===== src/hdl/msp_pkg.sv =====
// Package for the multi-servo slew positioner: types, codes and constants.
// Used by msp_cell, msp_pulse_map and multi_servo_slew_positioner; depends on nothing.
`default_nettype none

package msp_pkg;

    localparam int MAX_SERVOS_DEF = 8;
    localparam int SLOT_CAP       = 8;

    localparam logic [7:0] UPPER_RESET   = 8'd180;
    localparam logic [3:0] IN_USE_RESET  = 4'd8;
    localparam logic [7:0] STEP_RESET    = 8'd16;
    localparam logic [11:0] PMIN_RESET   = 12'd500;
    localparam logic [11:0] PMAX_RESET   = 12'd2500;

    // Pulse = (pos * (max - min) + PULSE_SPAN * min) / PULSE_SPAN, with
    // PULSE_SPAN = 180 * 16 = 64 * 45. The divide by 45 is a reciprocal multiply.
    localparam logic [11:0] PULSE_SPAN  = 12'd2880;
    localparam int          SPAN_SHIFT  = 6;
    localparam logic [19:0] RECIP_45    = 20'd745655;
    localparam int          RECIP_SHIFT = 25;
    localparam logic [12:0] PULSE_SAT   = 13'h1FFF;
    localparam logic [11:0] POS_SAT     = 12'hFFF;

    typedef enum logic [1:0] {
        MODE_CONFIG = 2'd0,
        MODE_SET    = 2'd1,
        MODE_BIAS   = 2'd2,
        MODE_TICK   = 2'd3
    } mode_t;

    typedef enum logic [1:0] {
        CFG_IN_USE = 2'd0,
        CFG_STEP   = 2'd1,
        CFG_PMIN   = 2'd2,
        CFG_PMAX   = 2'd3
    } cfg_idx_t;

    // One tick result as it travels down the cell chain and the mapper.
    typedef struct packed {
        logic        valid;
        logic        moved;
        logic        last;
        logic [2:0]  idx;
        logic [11:0] pos;
    } rec_t;

    // Command broadcast to every cell.
    typedef struct packed {
        logic        load_servo;
        logic        set_target;
        logic        bias_target;
        logic        tick;
        logic        shift;
        logic [2:0]  index;
        logic [7:0]  angle;
        logic [7:0]  min_angle;
        logic [7:0]  max_angle;
        logic [7:0]  bias;
        logic [7:0]  step;
        logic [3:0]  count;
    } cell_cmd_t;

endpackage

`default_nettype wire


===== src/hdl/msp_cell.sv =====
// One servo cell: limits, target and position of one servo, plus a result slot
// that shifts toward the chain head. Depends on msp_pkg.
`default_nettype none

module msp_cell
    import msp_pkg::*;
#(
    parameter int CELL_IDX = 0
)
(
    input  wire logic      clk,
    input  wire logic      rst_n,
    input  wire cell_cmd_t cmd,
    input  wire rec_t      rec_in,
    output rec_t           rec_out
);

    logic [7:0]  lower_reg,  lower_next;
    logic [7:0]  upper_reg,  upper_next;
    logic [7:0]  target_reg, target_next;
    logic [11:0] pos_reg,    pos_next;
    rec_t        rec_reg,    rec_next;

    logic              hit;
    logic              active;
    logic [12:0]       init_pos;
    logic [7:0]        set_val;
    logic signed [9:0] biased;
    logic signed [9:0] biased_lo;
    logic signed [12:0] delta;
    logic signed [12:0] step_s;
    logic              step_ok;
    logic [11:0]       stepped;

    assign hit    = (cmd.index == 3'(CELL_IDX));
    assign active = (4'(CELL_IDX) < cmd.count);

    always_comb
    begin
        init_pos = {({1'b0, cmd.angle} + 9'd1), 4'b0000};

        set_val = cmd.angle;
        if (set_val < lower_reg)
        begin
            set_val = lower_reg;
        end
        if (set_val > upper_reg)
        begin
            set_val = upper_reg;
        end

        biased = $signed({2'b00, target_reg}) + $signed({{2{cmd.bias[7]}}, cmd.bias});
        biased_lo = biased;
        if (biased_lo < $signed({2'b00, lower_reg}))
        begin
            biased_lo = $signed({2'b00, lower_reg});
        end
        if (biased_lo > $signed({2'b00, upper_reg}))
        begin
            biased_lo = $signed({2'b00, upper_reg});
        end

        delta   = $signed({1'b0, target_reg, 4'b0000}) - $signed({1'b0, pos_reg});
        step_s  = $signed({5'b00000, cmd.step});
        step_ok = (delta >= step_s) || (delta <= -step_s);
        // The step never leaves 0..4095: it stops at or short of the target.
        stepped = (delta > 13'sd0) ? (pos_reg + {4'b0000, cmd.step})
                                   : (pos_reg - {4'b0000, cmd.step});
    end

    always_comb
    begin
        lower_next  = lower_reg;
        upper_next  = upper_reg;
        target_next = target_reg;
        pos_next    = pos_reg;
        rec_next    = rec_reg;

        if (cmd.load_servo && hit)
        begin
            lower_next  = cmd.min_angle;
            upper_next  = cmd.max_angle;
            target_next = cmd.angle;
            pos_next    = init_pos[12] ? POS_SAT : init_pos[11:0];
        end
        if (cmd.set_target && hit && active)
        begin
            target_next = set_val;
        end
        if (cmd.bias_target && hit && active)
        begin
            target_next = biased_lo[7:0];
        end

        if (cmd.tick)
        begin
            if (active && step_ok)
            begin
                pos_next = stepped;
            end
            rec_next.valid = active;
            rec_next.moved = step_ok;
            rec_next.last  = (4'(CELL_IDX + 1) == cmd.count);
            rec_next.idx   = 3'(CELL_IDX);
            rec_next.pos   = step_ok ? stepped : pos_reg;
        end
        else if (cmd.shift)
        begin
            rec_next = rec_in;
        end
    end

    always_ff @(posedge clk or negedge rst_n)
    begin
        if (!rst_n)
        begin
            lower_reg  <= '0;
            upper_reg  <= UPPER_RESET;
            target_reg <= '0;
            pos_reg    <= '0;
            rec_reg    <= '0;
        end
        else
        begin
            lower_reg  <= lower_next;
            upper_reg  <= upper_next;
            target_reg <= target_next;
            pos_reg    <= pos_next;
            rec_reg    <= rec_next;
        end
    end

    assign rec_out = rec_reg;

endmodule

`default_nettype wire


===== src/hdl/msp_pulse_map.sv =====
// Shared pulse-width mapper at the head of the cell chain, with the result register.
// Three pipeline stages: span multiply, offset and scale, reciprocal multiply. Depends on msp_pkg.
`default_nettype none

module msp_pulse_map
    import msp_pkg::*;
(
    input  wire logic        clk,
    input  wire logic        rst_n,
    input  wire logic        advance,
    input  wire rec_t        head,
    input  wire logic [11:0] pulse_min,
    input  wire logic [11:0] pulse_max,
    output logic             busy,
    output rec_t             res_info,
    output logic [12:0]      res_pulse
);

    rec_t               s1_reg,  s1_next;
    logic signed [25:0] prod_reg, prod_next;
    rec_t               s2_reg,  s2_next;
    logic [18:0]        x_reg,   x_next;
    rec_t               s3_reg,  s3_next;
    logic [38:0]        y_reg,   y_next;
    rec_t               out_reg, out_next;
    logic [12:0]        pulse_reg, pulse_next;

    logic signed [12:0] span;
    logic [23:0]        base;
    logic signed [26:0] num;
    logic [13:0]        quot;

    always_comb
    begin
        span      = $signed({1'b0, pulse_max}) - $signed({1'b0, pulse_min});
        prod_next = $signed({1'b0, head.pos}) * span;

        base   = {12'd0, PULSE_SPAN} * {12'd0, pulse_min};
        num    = 27'(prod_reg) + $signed({3'b000, base});
        x_next = num[26] ? '0 : num[SPAN_SHIFT +: 19];

        y_next = {20'd0, x_reg} * {19'd0, RECIP_45};

        quot       = y_reg[RECIP_SHIFT +: 14];
        pulse_next = (quot > {1'b0, PULSE_SAT}) ? PULSE_SAT : quot[12:0];

        s1_next  = head;
        s2_next  = s1_reg;
        s3_next  = s2_reg;
        out_next = s3_reg;
    end

    always_ff @(posedge clk or negedge rst_n)
    begin
        if (!rst_n)
        begin
            s1_reg  <= '0;
            s2_reg  <= '0;
            s3_reg  <= '0;
            out_reg <= '0;
        end
        else if (advance)
        begin
            s1_reg  <= s1_next;
            s2_reg  <= s2_next;
            s3_reg  <= s3_next;
            out_reg <= out_next;
        end
    end

    always_ff @(posedge clk)
    begin
        if (advance)
        begin
            prod_reg  <= prod_next;
            x_reg     <= x_next;
            y_reg     <= y_next;
            pulse_reg <= pulse_next;
        end
    end

    assign busy      = s1_reg.valid || s2_reg.valid || s3_reg.valid;
    assign res_info  = out_reg;
    assign res_pulse = pulse_reg;

endmodule

`default_nettype wire


===== src/hdl/multi_servo_slew_positioner.sv =====
// Top level of the multi-servo slew positioner: configuration registers, command
// decode, the chain of servo cells and the pulse mapper. Depends on msp_pkg,
// msp_cell and msp_pulse_map.
//
// Commands that configure a servo, set or bias its target write the addressed
// cell's registers; set and bias act only on a servo in use. A tick updates every
// servo in use at once, then its results leave the cell chain one per cycle while
// result_stall is low, through the shared pulse mapper: each passes from the head
// cell's result slot through the mapper stages into the result register. No new
// item is taken until the last result of a tick has been delivered.
`default_nettype none

module multi_servo_slew_positioner
    import msp_pkg::*;
#(
    parameter int MAX_SERVOS = MAX_SERVOS_DEF
)
(
    input  wire logic        clk,
    input  wire logic        rst_n,

    input  wire logic        item_valid,
    output logic             item_stall,
    input  wire logic [1:0]  mode,
    input  wire logic [2:0]  servo_index,
    input  wire logic [7:0]  angle_value,
    input  wire logic [7:0]  min_angle,
    input  wire logic [7:0]  max_angle,
    input  wire logic signed [7:0] bias,

    output logic             result_valid,
    input  wire logic        result_stall,
    output logic [2:0]       out_servo,
    output logic             moved,
    output logic [11:0]      current_angle,
    output logic [12:0]      pulse_width,
    output logic             last,

    input  wire logic        cfg_valid,
    output logic             cfg_ready,
    input  wire logic [1:0]  cfg_index,
    input  wire logic [11:0] cfg_data
);

    localparam int SLOTS = (MAX_SERVOS < SLOT_CAP) ? MAX_SERVOS : SLOT_CAP;

    logic [3:0]  in_use_reg, in_use_next;
    logic [7:0]  step_reg,   step_next;
    logic [11:0] pmin_reg,   pmin_next;
    logic [11:0] pmax_reg,   pmax_next;

    logic        accept;
    logic        advance;
    logic        map_busy;
    logic [3:0]  count;
    cell_cmd_t   cmd;
    rec_t        chain [SLOTS:0];
    logic [SLOTS-1:0] rec_valid_vec;
    rec_t        res_info;

    assign cfg_ready = 1'b1;

    always_comb
    begin
        in_use_next = in_use_reg;
        step_next   = step_reg;
        pmin_next   = pmin_reg;
        pmax_next   = pmax_reg;
        if (cfg_valid && cfg_ready)
        begin
            unique case (cfg_idx_t'(cfg_index))
                CFG_IN_USE: in_use_next = cfg_data[3:0];
                CFG_STEP:   step_next   = cfg_data[7:0];
                CFG_PMIN:   pmin_next   = cfg_data;
                CFG_PMAX:   pmax_next   = cfg_data;
            endcase
        end
    end

    always_ff @(posedge clk or negedge rst_n)
    begin
        if (!rst_n)
        begin
            in_use_reg <= IN_USE_RESET;
            step_reg   <= STEP_RESET;
            pmin_reg   <= PMIN_RESET;
            pmax_reg   <= PMAX_RESET;
        end
        else
        begin
            in_use_reg <= in_use_next;
            step_reg   <= step_next;
            pmin_reg   <= pmin_next;
            pmax_reg   <= pmax_next;
        end
    end

    assign count      = (in_use_reg > 4'(SLOTS)) ? 4'(SLOTS) : in_use_reg;
    assign advance    = !(result_valid && result_stall);
    assign item_stall = (|rec_valid_vec) || map_busy || result_valid;
    assign accept     = item_valid && !item_stall;

    always_comb
    begin
        cmd             = '0;
        cmd.shift       = advance;
        cmd.index       = servo_index;
        cmd.angle       = angle_value;
        cmd.min_angle   = min_angle;
        cmd.max_angle   = max_angle;
        cmd.bias        = bias;
        cmd.step        = step_reg;
        cmd.count       = count;
        if (accept)
        begin
            unique case (mode_t'(mode))
                MODE_CONFIG: cmd.load_servo  = 1'b1;
                MODE_SET:    cmd.set_target  = 1'b1;
                MODE_BIAS:   cmd.bias_target = 1'b1;
                MODE_TICK:   cmd.tick        = 1'b1;
            endcase
        end
    end

    assign chain[SLOTS] = '0;

    for (genvar i = 0; i < SLOTS; i++)
    begin : g_cell
        msp_cell #(
            .CELL_IDX (i)
        ) u_cell (
            .clk     (clk),
            .rst_n   (rst_n),
            .cmd     (cmd),
            .rec_in  (chain[i+1]),
            .rec_out (chain[i])
        );
        assign rec_valid_vec[i] = chain[i].valid;
    end

    msp_pulse_map u_map (
        .clk       (clk),
        .rst_n     (rst_n),
        .advance   (advance),
        .head      (chain[0]),
        .pulse_min (pmin_reg),
        .pulse_max (pmax_reg),
        .busy      (map_busy),
        .res_info  (res_info),
        .res_pulse (pulse_width)
    );

    assign result_valid  = res_info.valid;
    assign out_servo     = res_info.idx;
    assign moved         = res_info.moved;
    assign current_angle = res_info.pos;
    assign last          = res_info.last;

    // A tick loads exactly one result slot per servo in use.
    a_tick_load: assert property (@(posedge clk) disable iff (!rst_n)
        (accept && (mode == MODE_TICK)) |=> ($countones(rec_valid_vec) == $past(count)))
        else $error("tick loaded a wrong number of result slots");

    // Pending results always sit in a gapless run at the chain head.
    a_chain_packed: assert property (@(posedge clk) disable iff (!rst_n)
        $onehot({1'b0, rec_valid_vec} + (SLOTS + 1)'(1)))
        else $error("gap in the result chain");

    // Once the last result of a tick is taken, nothing of that tick remains.
    a_last_drains: assert property (@(posedge clk) disable iff (!rst_n)
        (result_valid && !result_stall && last) |=> (!(|rec_valid_vec) && !map_busy))
        else $error("results left over after the last one");

endmodule

`default_nettype wire

===== config.mk =====
export PLATFORM = sky130hd
export DESIGN_NAME = multi_servo_slew_positioner
export DESIGN_NICKNAME = d
export VERILOG_FILES = /design/src/hdl/msp_pkg.sv /design/src/hdl/msp_cell.sv /design/src/hdl/msp_pulse_map.sv /design/src/hdl/multi_servo_slew_positioner.sv
export SDC_FILE = /design/constraint.sdc
export NUM_CORES = 2
export LEC_CHECK = 0
export BUFFER_PORTS_ARGS = -buffer_cell sky130_fd_sc_hd__buf_2
export CAP_MARGIN = 10
export CORE_MARGIN = 3
export CORE_UTILIZATION = 32
export CTS_CLUSTER_DIAMETER = 80
export DETAILED_ROUTE_END_ITERATION = 10
export GPL_ROUTABILITY_DRIVEN = 1
export PLACE_DENSITY_LB_ADDON = 0.2
export SLEW_MARGIN = 0
export SYNTH_ARGS = -nofsm -noshare
export SYNTH_HDL_FRONTEND = slang
export SYNTH_SLANG_ARGS = --single-unit

===== constraint.sdc =====
create_clock -name clk -period 25 [get_ports clk]
set_clock_uncertainty 0.05 [all_clocks]
set_input_delay 2.5 -clock clk [delete_from_list [all_inputs] [get_ports clk]]
set_output_delay 2.5 -clock clk [all_outputs]
set_load 0.01 [all_outputs]

; ---- Word-level counts from Yosys, hierarchy flattened
; Cells that the tools add are included.
[word_totals]
reg_bits = 637
input_bits = 56
output_inout_bits = 33
wordCells = 425
[classes]
n_addsub = 36
mul = 3
magnitude_cmp = 66
n_eq_ne = 22
mux = 119
n_reduce_logical = 79
[ops]
columns = op, n
row1 = 2-to-1 mux 12 bit, 41
row2 = 2-to-1 mux 8 bit, 48
row3 = 2-to-1 mux 18 bit, 16
row4 = subtractor 12 x 12 -> 13 bit, 9
row5 = >= comparator 13 x 9 -> 1 bit, 8
row6 = > comparator 13 x 1 -> 1 bit (second input constant), 8
row7 = less-or-equal comparator 13 bit, 8
row8 = adder 12 x 8 -> 12 bit, 8
row9 = subtractor 12 x 8 -> 12 bit, 8
row10 = adder 9 x 8 -> 10 bit, 8
row11 = > comparator 10 x 9 -> 1 bit, 8
row12 = < comparator 10 x 9 -> 1 bit, 8
row13 = 2-to-1 mux 10 bit, 8
row14 = > comparator 8 bit, 8
row15 = < comparator 8 bit, 8
row16 = logical AND 1 bit, 50
row17 = multiplier 19 x 20 -> 39 bit (second input constant), 1
row18 = adder 26 x 25 -> 27 bit, 1
row19 = multiplier 13 x 13 -> 26 bit, 1
row20 = nonzero test 3 bit, 8
row21 = multiplier 6 x 12 -> 18 bit (first input constant), 1
row22 = == test 3 x 4 -> 1 bit (first input constant), 4
row23 = < comparator 3 x 4 -> 1 bit (first input constant), 4
row24 = > comparator 14 x 13 -> 1 bit (second input constant), 1
row25 = 22 further kinds, 52

; ---- Logic depth before layout (Yosys ltp)
[depth]
depth_word = 11
depth_mapped = 34
mapped_depth_nobuf = 33

; ---- Hierarchy
; A second synthesis with hierarchy kept.
[unflattened]
cells_unflattened = 7489
hier_area_um2 = 67553.5
[modules_own_cells]
columns = mod, n_inst, cells_per_inst, area_per_inst_um2, seq_area_each_um2
row1 = msp_pulse_map, 1, 1862, 19225.9, 3783.6
row2 = msp_cell at g_cell[5].u_cell, 1, 735, 6087.1, 1356.3
row3 = msp_cell at g_cell[1].u_cell, 1, 679, 5964.5, 1356.3
row4 = msp_cell at g_cell[3].u_cell, 1, 681, 5913.2, 1356.3
row5 = msp_cell at g_cell[6].u_cell, 1, 689, 5818.1, 1356.3
row6 = msp_cell at g_cell[4].u_cell, 1, 660, 5813.1, 1356.3
row7 = msp_cell at g_cell[0].u_cell, 1, 702, 5758.0, 1356.3
row8 = msp_cell at g_cell[7].u_cell, 1, 686, 5754.3, 1356.3
row9 = msp_cell at g_cell[2].u_cell, 1, 697, 5733.0, 1356.3
row10 = multi_servo_slew_positioner, 1, 98, 1486.4, 917.1

; ---- Worst setup path before layout
; No wires, ideal clock.
[synth_path]
path_kind = input to register
start = in bias[0]
end = reg g_cell[4].u_cell.target_reg[0]
setup_time_ps = 94
arrival_ps = 7906
required_time_ps = 24856
slack_ps = 16950
path_stages = 26
path_buffers = 1
path_cell_list = ha_1 -> fa_1 -> a21oi_1 -> nor2_1 -> nor2_1 -> o21bai_1 -> a21oi_1 -> xnor2_1 -> ha_1 -> o21ai_0 -> nand2b_1 -> a2111oi_0 -> ha_1 -> clkbuf_1 -> mux2_2 -> ha_1 -> nor2b_1 -> o21a_1 -> o21a_1 -> o21a_1 -> o21a_1 -> o211ai_1 -> a211oi_1 -> a21oi_1 -> mux2_2 -> a211oi_1
[synth_via]
elab_chain_cells = 6
[synth_rtl]
columns = element, line
row1 = from (decl), multi_servo_slew_positioner.sv:29  ; input wire logic signed [7:0] bias,
row2 = adder 9 x 8 -> 10 bit (*), msp_cell.sv:52  ; biased = $signed({2'b00, target_reg}) + $signed({{2{cmd.bias[7]}}, cmd.bias});
row3 = < comparator 10 x 9 -> 1 bit, msp_cell.sv:54  ; if (biased_lo < $signed({2'b00, lower_reg}))
row4 = 2-to-1 mux 10 bit (*), msp_cell.sv:54
row5 = > comparator 10 x 9 -> 1 bit, msp_cell.sv:58  ; if (biased_lo > $signed({2'b00, upper_reg}))
row6 = 2-to-1 mux 8 bit (*), msp_cell.sv:58
row7 = 2-to-1 mux 8 bit (*), msp_cell.sv:90  ; if (cmd.bias_target && hit && active)
row8 = to (signal assigned), msp_cell.sv:127  ; target_reg <= target_next;
row9 = to (decl), msp_cell.sv:20  ; logic [7:0] target_reg, target_next;
; Mark *: on every way between the ends. The rest lies on a longest branch, timed or not.
; A chain may end at the register's enable or synchronous reset.

; ---- Worst setup path after layout
[layout_path]
start = reg pmin_reg[0]
end = reg u_map.prod_reg[22] (data pin)
[layout_via]
elab_chain_cells = 2
[layout_rtl]
columns = element, line
row1 = from (decl), multi_servo_slew_positioner.sv:49  ; logic [11:0] pmin_reg, pmin_next;
row2 = from (signal assigned), multi_servo_slew_positioner.sv:93  ; pmin_reg <= pmin_next;
row3 = subtractor 12 x 12 -> 13 bit, msp_pulse_map.sv:35  ; span = $signed({1'b0, pulse_max}) - $signed({1'b0, pulse_min});
row4 = multiplier 13 x 13 -> 26 bit, msp_pulse_map.sv:36  ; prod_next = $signed({1'b0, head.pos}) * span;
row5 = via u_map.prod_next[22], msp_pulse_map.sv:20  ; logic signed [25:0] prod_reg, prod_next;
row6 = to (signal assigned), msp_pulse_map.sv:75  ; prod_reg <= prod_next;
row7 = to (decl), msp_pulse_map.sv:20
; The timed path passes the listed nets, and every way through them passes these cells.

==> impl_metrics.tcl <==
set metrics [dict create \
    grtUsageMet3_pct 3.00 \
    synth_edf_count 66 \
    clock.fmax_mhz 112 \
    syn_inst 7141 \
    synth-seq-cells 603 \
    dr.first_iter.drc_count 3880 \
    clock_path_buffers 3 \
    cap_violations 0 \
    finalNetCount 8424 \
    cp-start-kind "flop" \
    cpMostUsedCell "fa_1" \
    synth_area_leader_cell "dfrtp_1" \
    yosysUniqueCellTypes 94 \
    cts_tree "yes" \
    grt_max_degree 171 \
    use_met2_pct 34.8 \
    core_region_area_mm2 0.193 \
    synth.area.top_cells "dfrtp_1 (20%), ha_1 (19%), fa_1 (8.6%)" \
    htreeDepth 3 \
    clkLatencyLatePin_ns 0.73 \
    hp-class "reg -> reg" \
    firstDrtPassIters 6 \
    numCtsBuffers 86 \
    register_area_mm2 0.0155 \
    path_max_fanout 12 \
    crit_required_ns 25.40 \
    max_slew_margin_pct 12.4 \
    grt_pass1_wl_um 330000 \
    cts_root_buf "clkbuf_16" \
    drcViolationCount 0 \
    fill_cells 20000 \
    num_vias 52400 \
    final-setup-viol-count 0 \
    cts_sinks 603 \
    synth_top_area_share_pct 19.7 \
    viasPerCell 5.38 \
    grt_pass1_vias 51700 \
    worstMarginPinSlew_ns 1.30 \
    overflow 0 \
    cpPeakStageDelay_ns 0.83 \
    largest_register_ffs 141 \
    worst-path-buf-inv 3 \
    drt_wl_total_um 220000 \
    rsz0062_at_grt "no" \
    final_hold_viol_count 0 \
    yosys_warnings 0 \
    crit_arrival_ns 9.34 \
    cts_hold_buf 0 \
    end_kind "flop" \
    drive_gt1_share_pct 8.82 \
    detailed_place_hpwl_um 167000 \
    io_buffer_count 87 \
    area_growth_syn_to_layout_pct 10.4 \
    worst-setup-path-type "reg -> reg" \
    synthArstFlopShare_pct 89.1 \
    period_share_pct 35.8 \
    start_util_pct 32.4 \
    wl_per_cell_um 22.6 \
    path_delay_family "adder cells" \
    die_w_um 448 \
    period_minus_slack_ns 8.94 \
    fp-row-count 161 \
    status "finished, final reports clean" \
    avgSynthCellArea_um2 8.77 \
    slowest_stage "xnor2_1" \
    finalMaxSlewViolations 0 \
    io_pins 89 \
    post-cts-setup-buffers 0 \
    grtUsageMet1_pct 29.8 \
    die_y_um 448 \
    cts_resized 0 \
    multi_input_area_mm2 0.0435 \
    dieArea_mm2 0.201 \
    synth_area_mm2 0.0626 \
    top_usage_layer "met2" \
    antenna_left 0 \
    antenna_found_initial 13 \
    place_congestion 0.922 \
    fin_setup_tns_ns 0 \
    ys_seq_area_share_pct 24.7 \
    grt_usage_pct 21.6 \
    synthFlopType "dfrtp_1" \
    clkTransAtPathRegs_ns 0.06 \
    syn-num-nets 8416 \
]
[cells by family (layout without fill, tap and decap cells)]
group,Yosys count,in the layout,synth area share (%)
other cells,1,6,0.00599
compound gates,1631,1631,16.1
xor+xnor,321,321,4.49
fa+ha+maj,1219,1219,27.6
mux,334,334,5.69
flops,603,603,24.7
buf+inv,987,1065,5.96
simple gates,2045,2045,15.4
[final timing paths]
path / slack (ns) / to / depth (start not counted) / from
max: 16.06 / u_map.prod_reg[22] / 31 / pmin_reg[0]
min: 0.40 / u_map.res_info[4] / 2 / u_map.res_info[4]
max reg2reg: 16.06 / u_map.prod_reg[22] / 31 / pmin_reg[0]
min reg2reg: 0.40 / u_map.res_info[4] / 2 / u_map.res_info[4]
max in group asynchronous: 20.19 / pmax_reg[3] / 4 / rst_n
min in group asynchronous: 1.72 / g_cell[5].u_cell.lower_reg[5] / 1 / rst_n
[routing by layer]
metal	part of all wire (%)	wire length, um	up-vias
li1	-	-	24900
met1	46	101000	25700
met2	45	98300	1419
met3	5.6	12200	332
met4	3.6	7960	6
met5	0.021	46	-
[per-stage QoR]
| step | hold WS (ns) | area (um2) | instances | setup slack, ns | util, % |
|---|---|---|---|---|---|
| floorplan | 0.389 | 62600 | 7141 | 16.95 | - |
| global placement | 0.396 | 66000 | 9584 | 15.79 | 34.1 |
| detailed placement | 0.401 | 66000 | 9585 | 15.84 | 34.1 |
| CTS | 0.412 | 69100 | 9743 | 16.09 | 35.7 |
| global route | 0.434 | 69100 | 9746 | 15.28 | 35.7 |
| finish | 0.405 | 69100 | 9750 | 16.06 | 35.7 |
[tightest hold or removal path, delay by kind of cell, from the launching register on]
kind             cells  cell delay [ns]
DFF                  1             0.33
and+or+nand+nor      2             0.09
[layout make-up]
type | instances | area share [%]
repair buffers | 186 | 1.77
inverters | 721 | 3.93
flip-flops and latches | 603 | 22.4
clock inverters | 31 | 0.693
multi-input cells | 5551 | 62.9
clock buffers | 127 | 3.69
diodes | 5 | 0.0181
well taps | 2526 | 4.57
[cells in the mapped netlist, types with 109 or more instances]
cell,count
dfrtp_1,492
ha_1,949
mux2_2,175
inv_1,715
a21o_1,123
nor2_1,438
fa_1,270
nand2_1,786
a21oi_1,520
o21ai_0,427
mux2i_1,158
nand3_1,109
clkbuf_1,239
xnor2_1,234
[layout by cell type (no fill, tap or decap), drive strengths merged, types with 24 or more instances in the layout]
master / instances
o21ai: 433
nor4: 39
or3: 42
a21o: 123
and3: 73
o31ai: 24
ha: 949
nor3: 108
clkbuf: 127
a211oi: 82
o21a: 81
a31oi: 35
inv: 731
nor2: 438
nor2b: 92
o21bai: 51
nand2: 786
and2: 73
xnor2: 234
nand2b: 103
fa: 270
xor2: 87
dfstp: 45
or2: 41
mux2i: 158
nand4: 66
o211ai: 31
buf: 185
edfxtp: 66
nand3: 109
mux2: 176
o22ai: 52
dfrtp: 492
a21oi: 521
Power is left out: the tool's default activity adds up to more than one toggle a clock period on the data nets, which glitch-free logic cannot reach.
